==> config.mk <==
export PLATFORM = sky130hd
export DESIGN_NAME = wav_rf64_header_generator_top
export DESIGN_NICKNAME = d
export VERILOG_FILES = /design/src/rtl/rf64hg_pkg.sv /design/src/rtl/wav_rf64_header_generator_top.sv /design/src/rtl/rf64hg_front.sv /design/src/rtl/rf64hg_fifo.sv /design/src/rtl/rf64hg_back.sv
export SDC_FILE = /design/constraint.sdc
export NUM_CORES = 2
export LEC_CHECK = 0
export BUFFER_PORTS_ARGS = -buffer_cell sky130_fd_sc_hd__buf_2
export CAP_MARGIN = 40
export CORE_AREA = 2 2 375 377
export DETAILED_ROUTE_END_ITERATION = 16
export DIE_AREA = 0 0 377 379
export GPL_TIMING_DRIVEN = 0
export SLEW_MARGIN = 5
export SYNTH_ARGS = -nofsm -noshare
export SYNTH_HDL_FRONTEND = slang
export SYNTH_SLANG_ARGS = --single-unit
==> constraint.sdc <==
create_clock -name clock -period 10.8 [get_ports clock]
set_input_delay 1.08 -clock clock [delete_from_list [all_inputs] [get_ports clock]]
set_output_delay 1.08 -clock clock [all_outputs]
set_load 0.03 [all_outputs]
==> src/rtl/rf64hg_pkg.sv <==
package rf64hg_pkg;

   localparam int unsigned BYTES_W    = 63;
   localparam int unsigned RIFF_W     = 64;
   localparam int unsigned FRAMES_W   = 61;
   localparam int unsigned CHAN_W     = 14;
   localparam int unsigned RATE_W     = 32;
   localparam int unsigned WORD_W     = 32;
   localparam int unsigned IDX_W      = 5;

   localparam int unsigned DIV_BITS   = 63;
   localparam int unsigned DIV_STEPS  = 3;
   localparam int unsigned DIV_CYCLES = DIV_BITS / DIV_STEPS;
   localparam int unsigned DCNT_W     = $clog2(DIV_CYCLES);

   localparam logic [IDX_W-1:0] LAST_WORD = 5'd28;

   localparam logic [0:0] CSR_SAMP_RATE     = 1'b0;
   localparam logic [0:0] CSR_CHANNEL_COUNT = 1'b1;

   localparam logic [RATE_W-1:0] RESET_SAMP_RATE = 32'd48000;
   localparam logic [CHAN_W-1:0] RESET_CHANNELS  = 14'd2;

   localparam logic [WORD_W-1:0] TAG_RIFF = 32'h46464952;
   localparam logic [WORD_W-1:0] TAG_RF64 = 32'h34364652;
   localparam logic [WORD_W-1:0] TAG_WAVE = 32'h45564157;
   localparam logic [WORD_W-1:0] TAG_JUNK = 32'h4B4E554A;
   localparam logic [WORD_W-1:0] TAG_DS64 = 32'h34367364;
   localparam logic [WORD_W-1:0] TAG_FMT  = 32'h20746D66;
   localparam logic [WORD_W-1:0] TAG_FACT = 32'h74636166;
   localparam logic [WORD_W-1:0] TAG_DATA = 32'h61746164;
   localparam logic [WORD_W-1:0] ALL_ONES = 32'hFFFFFFFF;

   localparam logic [WORD_W-1:0] GUID_W0 = 32'h00000003;
   localparam logic [WORD_W-1:0] GUID_W1 = 32'h00100000;
   localparam logic [WORD_W-1:0] GUID_W2 = 32'hAA000080;
   localparam logic [WORD_W-1:0] GUID_W3 = 32'h719B3800;

   localparam logic [RIFF_W-1:0] RIFF_BASE = 64'd108;

   typedef enum logic [1:0] {
      FRONT_IDLE,
      FRONT_DIVIDE,
      FRONT_HOLD
   } front_state_type;

   typedef struct packed {
      logic [BYTES_W-1:0]  bytes;
      logic [RIFF_W-1:0]   riff;
      logic [FRAMES_W-1:0] frames;
      logic                big;
   } desc_type;

   function automatic logic [WORD_W-1:0] spk_mask(input logic [CHAN_W-1:0] chans);
      logic [WORD_W-1:0] mask;
      unique case (chans)
         14'd1:   mask = 32'h00000004;
         14'd2:   mask = 32'h00000003;
         14'd3:   mask = 32'h00000007;
         14'd4:   mask = 32'h00000033;
         14'd5:   mask = 32'h00000037;
         14'd6:   mask = 32'h0000003F;
         14'd7:   mask = 32'h0000013F;
         14'd8:   mask = 32'h0000063F;
         default: mask = 32'h00000000;
      endcase
      return mask;
   endfunction

endpackage

==> src/rtl/wav_rf64_header_generator_top.sv <==
// Float32 extensible WAVE header generator with RF64 promotion.
// req_ channel: one beat carries the audio payload byte count; the block
// answers with 29 rsp_ beats, the 116-byte header as little-endian words,
// word 0 first, tlast on word 28, tuser set when the header is RF64.
// csr_ port: index 0 writes the sample rate, index 1 the channel count;
// write only while no header is in flight.
// Flow: a request runs through a frame-count divider (three quotient
// bits per cycle), then a two-entry queue, then the output register.
// Words go out one per cycle while rsp_tready is high. req_tready is
// high only while the divider is idle, so the next request is taken and
// divided while the current header streams; headers follow back to back
// with no gap.
// Reset returns sample rate 48000 and two channels and drops any headers
// in flight. When rsp_tready is low the output register holds its beat;
// the queue takes up to two finished requests and a third waits in the
// divider with req_tready low.
module wav_rf64_header_generator_top (
   input  logic        clock,
   input  logic        reset,
   input  logic        req_tvalid,
   output logic        req_tready,
   input  logic [63:0] req_tdata,   // [62:0] payload_bytes, [63] zero
   output logic        rsp_tvalid,
   input  logic        rsp_tready,
   output logic [39:0] rsp_tdata,   // [4:0] word_index, [36:5] header_word, [39:37] zero
   output logic        rsp_tuser,   // [0] is_rf64
   output logic        rsp_tlast,
   input  logic        csr_we,
   input  logic [0:0]  csr_index,
   input  logic [31:0] csr_wdata
);
   import rf64hg_pkg::*;

   logic [RATE_W-1:0] samp_rate_ff;
   logic [CHAN_W-1:0] channel_count_ff;
   logic              push_valid;
   logic              push_ready;
   desc_type          push_desc;
   logic              head_valid;
   desc_type          head_desc;
   logic              pop;
   logic [IDX_W-1:0]  out_index;
   logic [WORD_W-1:0] out_word;

   always_ff @(posedge clock) begin
      if (reset) begin
         samp_rate_ff     <= RESET_SAMP_RATE;
         channel_count_ff <= RESET_CHANNELS;
      end else if (csr_we) begin
         unique case (csr_index)
            CSR_SAMP_RATE:     samp_rate_ff     <= csr_wdata;
            CSR_CHANNEL_COUNT: channel_count_ff <= csr_wdata[CHAN_W-1:0];
            default: ;
         endcase
      end
   end

   rf64hg_front u_front (
      .clock         (clock),
      .reset         (reset),
      .in_valid      (req_tvalid),
      .in_ready      (req_tready),
      .in_bytes      (req_tdata[BYTES_W-1:0]),
      .channel_count (channel_count_ff),
      .push_valid    (push_valid),
      .push_ready    (push_ready),
      .push_desc     (push_desc)
   );

   rf64hg_fifo u_fifo (
      .clock      (clock),
      .reset      (reset),
      .push_valid (push_valid),
      .push_ready (push_ready),
      .push_desc  (push_desc),
      .head_valid (head_valid),
      .head_desc  (head_desc),
      .pop        (pop)
   );

   rf64hg_back u_back (
      .clock         (clock),
      .reset         (reset),
      .head_valid    (head_valid),
      .head_desc     (head_desc),
      .pop           (pop),
      .samp_rate     (samp_rate_ff),
      .channel_count (channel_count_ff),
      .out_valid     (rsp_tvalid),
      .out_ready     (rsp_tready),
      .out_index     (out_index),
      .out_word      (out_word),
      .out_big       (rsp_tuser),
      .out_last      (rsp_tlast)
   );

   assign rsp_tdata = {3'b000, out_word, out_index};

endmodule

==> src/rtl/rf64hg_front.sv <==
module rf64hg_front (
   input  logic                          clock,
   input  logic                          reset,
   input  logic                          in_valid,
   output logic                          in_ready,
   input  logic [rf64hg_pkg::BYTES_W-1:0] in_bytes,
   input  logic [rf64hg_pkg::CHAN_W-1:0]  channel_count,
   output logic                          push_valid,
   input  logic                          push_ready,
   output rf64hg_pkg::desc_type          push_desc
);
   import rf64hg_pkg::*;

   front_state_type            state_ff, state_in;
   logic [DCNT_W-1:0]          cnt_ff, cnt_in;
   logic [DIV_BITS-1:0]        div_ff, div_in;
   logic [CHAN_W-1:0]          rem_ff, rem_in;
   logic [BYTES_W-1:0]         bytes_ff;
   logic [RIFF_W-1:0]          riff_ff;
   logic [CHAN_W:0]            rem_v;
   logic [DIV_BITS-1:0]        div_v;

   always_ff @(posedge clock) begin
      if (reset) begin
         state_ff <= FRONT_IDLE;
      end else begin
         state_ff <= state_in;
      end
      cnt_ff <= cnt_in;
      div_ff <= div_in;
      rem_ff <= rem_in;
      if (in_valid && in_ready) begin
         bytes_ff <= in_bytes;
         riff_ff  <= RIFF_BASE + {1'b0, in_bytes};
      end
   end

   // restoring divide, three quotient bits per cycle
   always_comb begin
      rem_v = {1'b0, rem_ff};
      div_v = div_ff;
      for (int i = 0; i < DIV_STEPS; i++) begin
         rem_v = {rem_v[CHAN_W-1:0], div_v[DIV_BITS-1]};
         div_v = {div_v[DIV_BITS-2:0], 1'b0};
         if (rem_v >= {1'b0, channel_count}) begin
            rem_v    = rem_v - {1'b0, channel_count};
            div_v[0] = 1'b1;
         end
      end
   end

   always_comb begin
      state_in   = state_ff;
      cnt_in     = cnt_ff;
      div_in     = div_ff;
      rem_in     = rem_ff;
      in_ready   = 1'b0;
      push_valid = 1'b0;
      unique case (state_ff)
         FRONT_IDLE: begin
            in_ready = 1'b1;
            if (in_valid) begin
               div_in   = {2'b00, in_bytes[BYTES_W-1:2]};
               rem_in   = '0;
               cnt_in   = '0;
               state_in = FRONT_DIVIDE;
            end
         end
         FRONT_DIVIDE: begin
            div_in = div_v;
            rem_in = rem_v[CHAN_W-1:0];
            cnt_in = cnt_ff + 1'b1;
            if (cnt_ff == DCNT_W'(DIV_CYCLES - 1)) begin
               state_in = FRONT_HOLD;
            end
         end
         FRONT_HOLD: begin
            push_valid = 1'b1;
            if (push_ready) begin
               state_in = FRONT_IDLE;
            end
         end
         default: state_in = FRONT_IDLE;
      endcase
   end

   always_comb begin
      push_desc.bytes  = bytes_ff;
      push_desc.riff   = riff_ff;
      push_desc.frames = (channel_count == '0) ? '0 : div_ff[FRAMES_W-1:0];
      push_desc.big    = (riff_ff[RIFF_W-1:32] != '0) || (riff_ff[31:0] == ALL_ONES);
   end

endmodule

==> src/rtl/rf64hg_fifo.sv <==
module rf64hg_fifo (
   input  logic                 clock,
   input  logic                 reset,
   input  logic                 push_valid,
   output logic                 push_ready,
   input  rf64hg_pkg::desc_type push_desc,
   output logic                 head_valid,
   output rf64hg_pkg::desc_type head_desc,
   input  logic                 pop
);
   import rf64hg_pkg::*;

   desc_type   entry_ff [2];
   logic       wr_ptr_ff;
   logic       rd_ptr_ff;
   logic [1:0] count_ff;
   logic       do_push;
   logic       do_pop;

   assign push_ready = (count_ff != 2'd2);
   assign head_valid = (count_ff != 2'd0);
   assign head_desc  = entry_ff[rd_ptr_ff];
   assign do_push    = push_valid && push_ready;
   assign do_pop     = pop && head_valid;

   always_ff @(posedge clock) begin
      if (reset) begin
         wr_ptr_ff <= 1'b0;
         rd_ptr_ff <= 1'b0;
         count_ff  <= 2'd0;
      end else begin
         if (do_push) begin
            wr_ptr_ff <= ~wr_ptr_ff;
         end
         if (do_pop) begin
            rd_ptr_ff <= ~rd_ptr_ff;
         end
         count_ff <= count_ff + {1'b0, do_push} - {1'b0, do_pop};
      end
      if (do_push) begin
         entry_ff[wr_ptr_ff] <= push_desc;
      end
   end

endmodule

==> src/rtl/rf64hg_back.sv <==
module rf64hg_back (
   input  logic                           clock,
   input  logic                           reset,
   input  logic                           head_valid,
   input  rf64hg_pkg::desc_type           head_desc,
   output logic                           pop,
   input  logic [rf64hg_pkg::RATE_W-1:0]  samp_rate,
   input  logic [rf64hg_pkg::CHAN_W-1:0]  channel_count,
   output logic                           out_valid,
   input  logic                           out_ready,
   output logic [rf64hg_pkg::IDX_W-1:0]   out_index,
   output logic [rf64hg_pkg::WORD_W-1:0]  out_word,
   output logic                           out_big,
   output logic                           out_last
);
   import rf64hg_pkg::*;

   logic [IDX_W-1:0]  idx_ff;
   logic              valid_ff;
   logic [IDX_W-1:0]  oidx_ff;
   logic [WORD_W-1:0] oword_ff;
   logic              obig_ff;
   logic              olast_ff;
   logic [WORD_W-1:0] byte_rate_ff;
   logic [47:0]       prod;
   logic [15:0]       align;
   logic [WORD_W-1:0] word_in;
   logic              load;
   logic              big;
   logic              fact_sat;

   assign align = {channel_count, 2'b00};
   assign prod  = 48'(samp_rate) * 48'(align);
   assign big   = head_desc.big;
   assign load  = head_valid && (!valid_ff || out_ready);
   assign pop   = load && (idx_ff == LAST_WORD);

   assign fact_sat = big || (head_desc.frames[FRAMES_W-1:32] != '0) ||
                     (head_desc.frames[31:0] == ALL_ONES);

   always_comb begin
      unique case (idx_ff)
         5'd0:    word_in = big ? TAG_RF64 : TAG_RIFF;
         5'd1:    word_in = big ? ALL_ONES : head_desc.riff[31:0];
         5'd2:    word_in = TAG_WAVE;
         5'd3:    word_in = big ? TAG_DS64 : TAG_JUNK;
         5'd4:    word_in = 32'd28;
         5'd5:    word_in = big ? head_desc.riff[31:0] : '0;
         5'd6:    word_in = big ? head_desc.riff[63:32] : '0;
         5'd7:    word_in = big ? head_desc.bytes[31:0] : '0;
         5'd8:    word_in = big ? {1'b0, head_desc.bytes[62:32]} : '0;
         5'd9:    word_in = big ? head_desc.frames[31:0] : '0;
         5'd10:   word_in = big ? {3'b000, head_desc.frames[60:32]} : '0;
         5'd12:   word_in = TAG_FMT;
         5'd13:   word_in = 32'd40;
         5'd14:   word_in = {2'b00, channel_count, 16'hFFFE};
         5'd15:   word_in = samp_rate;
         5'd16:   word_in = byte_rate_ff;
         5'd17:   word_in = {16'd32, align};
         5'd18:   word_in = {16'd32, 16'd22};
         5'd19:   word_in = spk_mask(channel_count);
         5'd20:   word_in = GUID_W0;
         5'd21:   word_in = GUID_W1;
         5'd22:   word_in = GUID_W2;
         5'd23:   word_in = GUID_W3;
         5'd24:   word_in = TAG_FACT;
         5'd25:   word_in = 32'd4;
         5'd26:   word_in = fact_sat ? ALL_ONES : head_desc.frames[31:0];
         5'd27:   word_in = TAG_DATA;
         5'd28:   word_in = big ? ALL_ONES : head_desc.bytes[31:0];
         default: word_in = '0;
      endcase
   end

   always_ff @(posedge clock) begin
      if (reset) begin
         idx_ff   <= '0;
         valid_ff <= 1'b0;
      end else begin
         if (load) begin
            valid_ff <= 1'b1;
            idx_ff   <= (idx_ff == LAST_WORD) ? '0 : idx_ff + 1'b1;
         end else if (out_ready) begin
            valid_ff <= 1'b0;
         end
      end
      byte_rate_ff <= prod[WORD_W-1:0];
      if (load) begin
         oidx_ff  <= idx_ff;
         oword_ff <= word_in;
         obig_ff  <= big;
         olast_ff <= (idx_ff == LAST_WORD);
      end
   end

   assign out_valid = valid_ff;
   assign out_index = oidx_ff;
   assign out_word  = oword_ff;
   assign out_big   = obig_ff;
   assign out_last  = olast_ff;

endmodule

Yosys cells after proc, flatten, opt, wreduce, memory -nomap -nowiden

Memory sizes are Yosys's and may differ from the RTL's. A register that Yosys moved wholly into a read port is not among the register bits.
Cells that the tools add are included.

Flip-flop bits (word level): 336
Logic and storage cells: 135
Memories: 2
ROM bits: 144
Input bits: 102
RAM bits: 378
Output and inout port bits: 44

Memory list:

| memory          | words | bits a word | rd ports | clocked after memory_dff | wr ports | RTL line          | text |
|---|---|---|---|---|---|---|---|
| u_fifo.entry_ff | 2     | 189         | 1        | 1                        | 1        | rf64hg_fifo.sv:13 | `desc_type entry_ff [2];` |
| (no name shown) | 16    | 9           | 1        | 1                        | 0        | rf64hg_pkg.sv:56  | `unique case (chans)` |

Bitwise logic cells: 3
Add/sub/neg operators: 8
Equality and inequality tests: 36
Reductions and logical operators: 23
Multiplexer cells: 41
$mul: 1
Magnitude comparators: 3

Operators by type and width:

| cell                                                            | count |
|---|---|
| 32-bit one-hot mux with 28 select lines                         | 1 |
| 32-bit two-way mux                                              | 8 |
| 63-bit one-hot mux with 2 select lines                          | 1 |
| 31-bit two-way mux                                              | 3 |
| 5-bit == test, second input constant                            | 14 |
| 7-bit by 63-bit adder with 64-bit output, first input constant  | 1 |
| 32-bit == test, second input constant                           | 2 |
| 63-bit two-way mux                                              | 1 |
| 61-bit two-way mux                                              | 1 |
| 14-bit two-way mux                                              | 4 |
| 15-bit by 14-bit greater-or-equal comparator with 1-bit output  | 3 |
| 14-bit subtractor                                               | 3 |
| 5-bit by 4-bit == test with 1-bit output, second input constant | 7 |
| 32-bit by 14-bit multiplier with 30-bit output                  | 1 |
| 32-bit nonzero test                                             | 1 |
| 29-bit two-way mux                                              | 1 |
| 29-bit nonzero test                                             | 1 |
| 14-bit one-hot mux with 2 select lines                          | 1 |
| 5-bit by 3-bit == test with 1-bit output, second input constant | 4 |
| 14-bit logical NOT                                              | 1 |
| 1-bit two-way mux                                               | 11 |
| 5-bit by 1-bit adder with 5-bit output, second input constant   | 2 |
| 5-bit by 2-bit == test with 1-bit output, second input constant | 2 |
| 10-bit logical NOT                                              | 1 |
| other kinds (21)                                                | 40 |

Depth between registers and ports, before layout

Word-level depth: 7
Depth in mapped cells: 35
Mapped depth without buffers: 29

Cells and area by module

A second synthesis with hierarchy kept.

Cells, all modules: 3627
Area, all modules: 42593.4 um^2

By module, submodules not included:

| module                        | area each (um^2) | seq. area each (um^2) | instances | cells an instance |
|---|---|---|---|---|
| rf64hg_back                   | 14686.6          | 1891.8                | 1         | 1746 |
| rf64hg_fifo                   | 14274.9          | 11451.0               | 1         | 612 |
| rf64hg_front                  | 11588.6          | 6256.0                | 1         | 1069 |
| wav_rf64_header_generator_top | 2043.2           | 920.9                 | 1         | 200 |

Worst setup path after synthesis

OpenSTA, ideal clock, no wires.

Path kind: register to register
From: register u_fifo.count_ff[1]
To: memory u_fifo.entry_ff[0][0] in the netlist's numbering, enable pin
Data required time: 10041 ps
Setup time: 759 ps
Data arrival time: 9085 ps
Clock period less this slack: 9845 ps
Path buffers: 0
Slack: 955 ps
Stages on the path, launching flop included: 4
Cells stage by stage: dfxtp_1 > nor2b_1 > nor3b_1 > nor2b_1

Word-level cells in the longest chain between the ends: 4

RTL lines:

| item                                    | RTL line          | text |
|---|---|---|
| start, declared                         | rf64hg_fifo.sv:16 | `logic [1:0] count_ff;` |
| start signal, assigned                  | rf64hg_fifo.sv:38 | `count_ff <= count_ff + {1'b0, do_push} - {1'b0, do_pop};` |
| 2-bit != test                           | rf64hg_fifo.sv:20 | `assign push_ready = (count_ff != 2'd2);` |
| 1-bit logical AND                       | rf64hg_fifo.sv:23 | `assign do_push = push_valid && push_ready;` |
| named net u_fifo.do_push                | rf64hg_fifo.sv:17 | `logic do_push;` |
| 1-bit two-way mux                       | rf64hg_fifo.sv:40 | `if (do_push) begin` |
| 1-bit two-way mux (not written as such) | rf64hg_fifo.sv:41 | `entry_ff[wr_ptr_ff] <= push_desc;` |
| end, declared                           | rf64hg_fifo.sv:13 |  |

The timed path passes the listed nets, and every way through them passes these cells.

Worst setup path after layout

From: register channel_count_ff[1]
To: register u_front.rem_ff[6] (data pin)

Word-level cells in the longest chain between the ends: 7
Elaborated cells between the ends (all ways): 10
Those cells by class: 3 x add/sub; 3 x order compare; 4 x mux

RTL lines:

| item                                                                                                       | RTL line                               | text |
|---|---|---|
| start, declared                                                                                            | wav_rf64_header_generator_top.sv:35    | `logic [CHAN_W-1:0] channel_count_ff;` |
| start signal, assigned                                                                                     | wav_rf64_header_generator_top.sv:52    | `CSR_CHANNEL_COUNT: channel_count_ff <= csr_wdata[CHAN_W-1:0];` |
| 14-bit subtractor / 15-bit by 14-bit greater-or-equal comparator with 1-bit output (equally long branches) | rf64hg_front.sv:46, rf64hg_front.sv:45 |  |
| 14-bit two-way mux                                                                                         | rf64hg_front.sv:45                     | `if (rem_v >= {1'b0, channel_count}) begin` |
| 14-bit subtractor / 15-bit by 14-bit greater-or-equal comparator with 1-bit output (equally long branches) | rf64hg_front.sv:46, rf64hg_front.sv:45 |  |
| 14-bit two-way mux                                                                                         | rf64hg_front.sv:45                     |  |
| 14-bit subtractor / 15-bit by 14-bit greater-or-equal comparator with 1-bit output (equally long branches) | rf64hg_front.sv:46, rf64hg_front.sv:45 |  |
| 14-bit two-way mux (*)                                                                                     | rf64hg_front.sv:45                     |  |
| 14-bit one-hot mux with 2 select lines (*)                                                                 | rf64hg_front.sv:59                     | `unique case (state_ff)` |
| end signal, assigned                                                                                       | rf64hg_front.sv:31                     | `rem_ff <= rem_in;` |
| end, declared                                                                                              | rf64hg_front.sv:17                     | `logic [CHAN_W-1:0] rem_ff, rem_in;` |

Mark *: on every way between the ends. The rest lies on a longest branch, timed or not.
A chain may end at the register's enable or synchronous reset.

==> metrics.json <==
{
  "netlist_area": {"value": 41500, "unit": "sq um"},
  "power.leakage": {"value": 17.7, "unit": "nW"},
  "worst_r2r_endpoint": {"value": "u_front.rem_ff[6]$_SDFFCE_PN0P_"},
  "crit_path_top_delay_cell": {"value": "dfxtp_1"},
  "cell_family_with_the_largest_share_of_critical_path_delay": {"value": "compound AO/OA/AOI/OAI gates"},
  "clock_skew": {"value": 42.6, "unit": "ps"},
  "hold_buffers": {"value": 0},
  "synth.distinct_cells": {"value": 75},
  "reg2reg_slack": {"value": 890, "unit": "ps"},
  "core-area": {"value": 139000, "unit": "sq um"},
  "p_comb_share": {"value": 41.9, "unit": "%"},
  "grt_max_degree": {"value": 66},
  "cts_buffers": {"value": 79},
  "post-dp-hpwl": {"value": 123000, "unit": "um"},
  "final_layout_size_suffix_gt1_share": {"value": 9.24, "unit": "%"},
  "cts_tree": {"value": "done"},
  "synth-edff-count": {"value": 620},
  "layout.cells.most_common": {"value": "edfxtp_1"},
  "rsz_0062_raised_after_global_routing": {"value": "no"},
  "start_point_of_the_worst_min_delay_path": {"value": "u_front.bytes_ff[47]$_DFFE_PP_"},
  "fin_nets": {"value": 4430},
  "grt_pass1_vias": {"value": 30500},
  "netlist_top_cells_area": {"value": "edfxtp_1 (45%), fa_1 (12%), nand2_1 (5.3%)"},
  "postSynth.asyncResetShare": {"value": 0, "unit": "%"},
  "total_switching_power": {"value": 3.80, "unit": "mW"},
  "global_route_wire_length_before_repair": {"value": 222000, "unit": "um"},
  "vias": {"value": 30800},
  "startpoint_type": {"value": "register"},
  "rows": {"value": 137},
  "cap_violations": {"value": 0},
  "clock_sink_count": {"value": 715},
  "critical_path.reg2reg.startpoint": {"value": "channel_count_ff[1]$_SDFFE_PP1P_"},
  "clk_root_buffer_cell": {"value": "clkbuf_16"},
  "cts_max_path_buffers": {"value": 3},
  "peakVddDrop": {"value": 0.308, "unit": "mV"},
  "seq_area_frac_synth": {"value": 49.5, "unit": "%"},
  "critical_path_endpoint_category": {"value": "register"},
  "hold-worst-slack": {"value": 442, "unit": "ps"},
  "timing.reg2reg.worst_path_depth": {"value": 32},
  "ctsResizeCount": {"value": 0},
  "swShare": {"value": 36.0, "unit": "%"},
  "via_per_inst": {"value": 5.27},
  "holdCritPathClass": {"value": "register to register"},
  "critical_path.n_buffers_inverters": {"value": 8},
  "yosys.area.top_type_share": {"value": 44.9, "unit": "%"},
  "dr.pass1.iters": {"value": 7},
  "status": {"value": "completed"},
  "place.port_buffers": {"value": 141},
  "post-route-drc-count": {"value": 0},
  "avgRoutedWirePerCell": {"value": 26.9, "unit": "um"},
  "most-common-layout-cells": {"value": "edfxtp_1 (620), nand2_1 (581), inv_1 (330), fa_1 (251), and2_1 (197)"},
  "pwr-share-clk": {"value": 26.2, "unit": "%"},
  "finalSetupTns": {"value": 0, "unit": "ps"},
  "cts.repair_timing.setup_buffer_count": {"value": 0},
  "finalHoldViolCount": {"value": 0},
  "die_w": {"value": 377, "unit": "um"},
  "maxClockFrequency": {"value": 0.101, "unit": "GHz"},
  "netlist.top_cell.by_area": {"value": "edfxtp_1"},
  "slew_viol_final": {"value": 0},
  "initial_core_utilization": {"value": 29.9, "unit": "%"},
  "slowest_cell_delay_on_critical_path": {"value": 680, "unit": "ps"},
  "int_power": {"value": 6.76, "unit": "mW"},
  "synth_cells": {"value": 3695},
  "wl": {"value": 157000, "unit": "um"},
  "ys_warn_count": {"value": 0},
  "initialDrtViolationCount": {"value": 3100},
  "overflow": {"value": 0},
  "post-route-period-util": {"value": 91.7, "unit": "%"},
  "clk_latency": {"value": 700, "unit": "ps"},
  "worstHoldEndpoint": {"value": "u_fifo.entry_ff[0][173]$_DFFE_PP_"},
  "max_slew.worst_pin.slew": {"value": 990, "unit": "ps"},
  "globalplace.congestion": {"value": 0.999},
  "area_growth": {"value": 15.1, "unit": "%"},
  "required": {"value": 11210, "unit": "ps"},
  "grt_antenna_before_repair": {"value": 21},
  "clock_tree.htree_level_count": {"value": 3},
  "synth_top_flop_cell": {"value": "edfxtp_1"},
  "floorplan.die_area": {"value": 143000, "unit": "sq um"},
  "worst_slew_margin_rel": {"value": 33.9, "unit": "%"},
  "final-setup-viol-count": {"value": 0},
  "worst_setup_hold_path_clk_slew": {"value": 60, "unit": "ps"},
  "worstHoldPathCells": {"value": 0},
  "pwrdens": {"value": 221, "unit": "nW/um^2"},
  "final_period_minus_worst_setup_slack": {"value": 9910, "unit": "ps"},
  "power.share.sequential": {"value": 31.9, "unit": "%"},
  "die-height": {"value": 379, "unit": "um"},
  "synth_area_per_cell": {"value": 11.2, "unit": "sq um"},
  "global_route.usage.total": {"value": 21.9, "unit": "%"},
  "postSynthRegisterBits": {"value": 715},
  "drtAntennaViolNets": {"value": 0},
  "boundaryPins": {"value": 146},
  "worst-path-max-fanout": {"value": 10},
  "cp.arrival": {"value": 10320, "unit": "ps"},
  "setup.worst_path.class": {"value": "register to register"}
}
metal layers:
| layer | share of wire (%) | GRT usage (%) | vias up |
|---|---|---|---|
| li1 | - | - | 13400 |
| met1 | 42 | 29.2 | 15500 |
| met2 | 45 | 34.8 | 1527 |
| met3 | 8.8 | 4.70 | 336 |
| met4 | 4.2 | 8.26 | 8 |
| met5 | 0.036 | 0 | - |
synth_stat cells (32+ instances only):
master,instances
edfxtp_1,620
nand2_1,582
dfxtp_1,95
clkbuf_1,159
o21ai_0,87
fa_1,251
inv_1,332
and2_1,198
a21oi_1,169
nand4_1,47
mux2i_1,186
nand3_1,65
nor2_1,113
nor4_1,40
xor2_1,32
nor3_1,50
xnor2_1,111
o22ai_1,80
ha_1,109
per-stage QoR:
stage / total power [mW] / utilization (%) / worst slack [ps] / instances / instance area [sq um]
final: 10.6 / 34.4 / 893 / 5843 / 47700
after global routing: 11.2 / 34.3 / 307 / 5835 / 47700
after CTS: 10.6 / 34.3 / 980 / 5833 / 47700
after detailed placement: 7.79 / 32.4 / 973 / 5693 / 45000
after global placement: 7.76 / 32.0 / -5020 / 5645 / 44400
after floorplan: 6.77 / - / 955 / 3697 / 41500
area by class of cell:
cell class	instances	area, sq um
clock inverter	53	601
tap	1807	2260
multi-input combinational	2455	18900
sequential	715	20500
inverter	333	1250
antenna	9	22.5
buffer	194	779
fill	14000	91100
timing repair buffer	190	1280
clock buffer	87	2040
how the worst max path moves through the flow:
stage	from	end	slack, ps	cells past startpoint
after floorplan	u_fifo.count_ff[1]$_SDFF_PP0_	u_fifo.entry_ff[0][0]$_DFFE_PP_	960	3
after global routing	channel_count_ff[1]$_SDFFE_PP1P_	u_front.rem_ff[6]$_SDFFCE_PN0P_	310	34
after global placement	u_fifo.count_ff[1]$_SDFF_PP0_	u_fifo.entry_ff[0][103]$_DFFE_PP_	-5020	3
final	channel_count_ff[1]$_SDFFE_PP1P_	u_front.rem_ff[6]$_SDFFCE_PN0P_	890	32
after CTS	channel_count_ff[12]$_SDFFE_PP0P_	u_front.rem_ff[6]$_SDFFCE_PN0P_	980	33
after detailed placement	channel_count_ff[12]$_SDFFE_PP0P_	u_front.rem_ff[6]$_SDFFCE_PN0P_	970	33
cells by family (layout without fill, tap and decap cells):
family / Yosys count / count (layout) / synth area share (%)
buffers and inverters: 527 / 857 / 4.89
other: 1 / 12 / 0.00905
XOR/XNOR: 143 / 143 / 3.02
AND/OR/NAND/NOR: 1205 / 1205 / 13.8
adder cells (fa/ha/maj): 360 / 360 / 15.4
multiplexers: 210 / 210 / 5.14
flip-flops: 715 / 715 / 49.5
AO/OA/AOI/OAI: 534 / 534 / 8.25
registers in the layout (all words and copies together), names as in the netlist, 2 cells and up, named ones only:
| name | count |
|---|---|
| u_fifo.entry_ff | 374 |
| u_front.div_ff | 63 |
| samp_rate_ff | 32 |
| u_front.state_ff | 2 |
| u_front.cnt_ff | 5 |
| u_fifo.count_ff | 2 |
| u_back.out_index | 5 |
| u_back.byte_rate_ff | 30 |
| u_back.out_word | 32 |
| u_front.rem_ff | 14 |
| u_front.riff_ff | 64 |
| u_front.bytes_ff | 61 |
| u_back.idx_ff | 5 |
| channel_count_ff | 14 |
power by group through the flow:
stage / Combinational, mW / Sequential [mW] / Clock (mW)
after floorplan: 3.42 / 3.35 / 0
after global placement: 4.33 / 3.43 / 0
after detailed placement: 4.37 / 3.42 / 0
after CTS: 4.40 / 3.36 / 2.83
final: 4.42 / 3.37 / 2.77
after global routing: 4.89 / 3.38 / 2.92
Power figures use the tool's default switching activity.
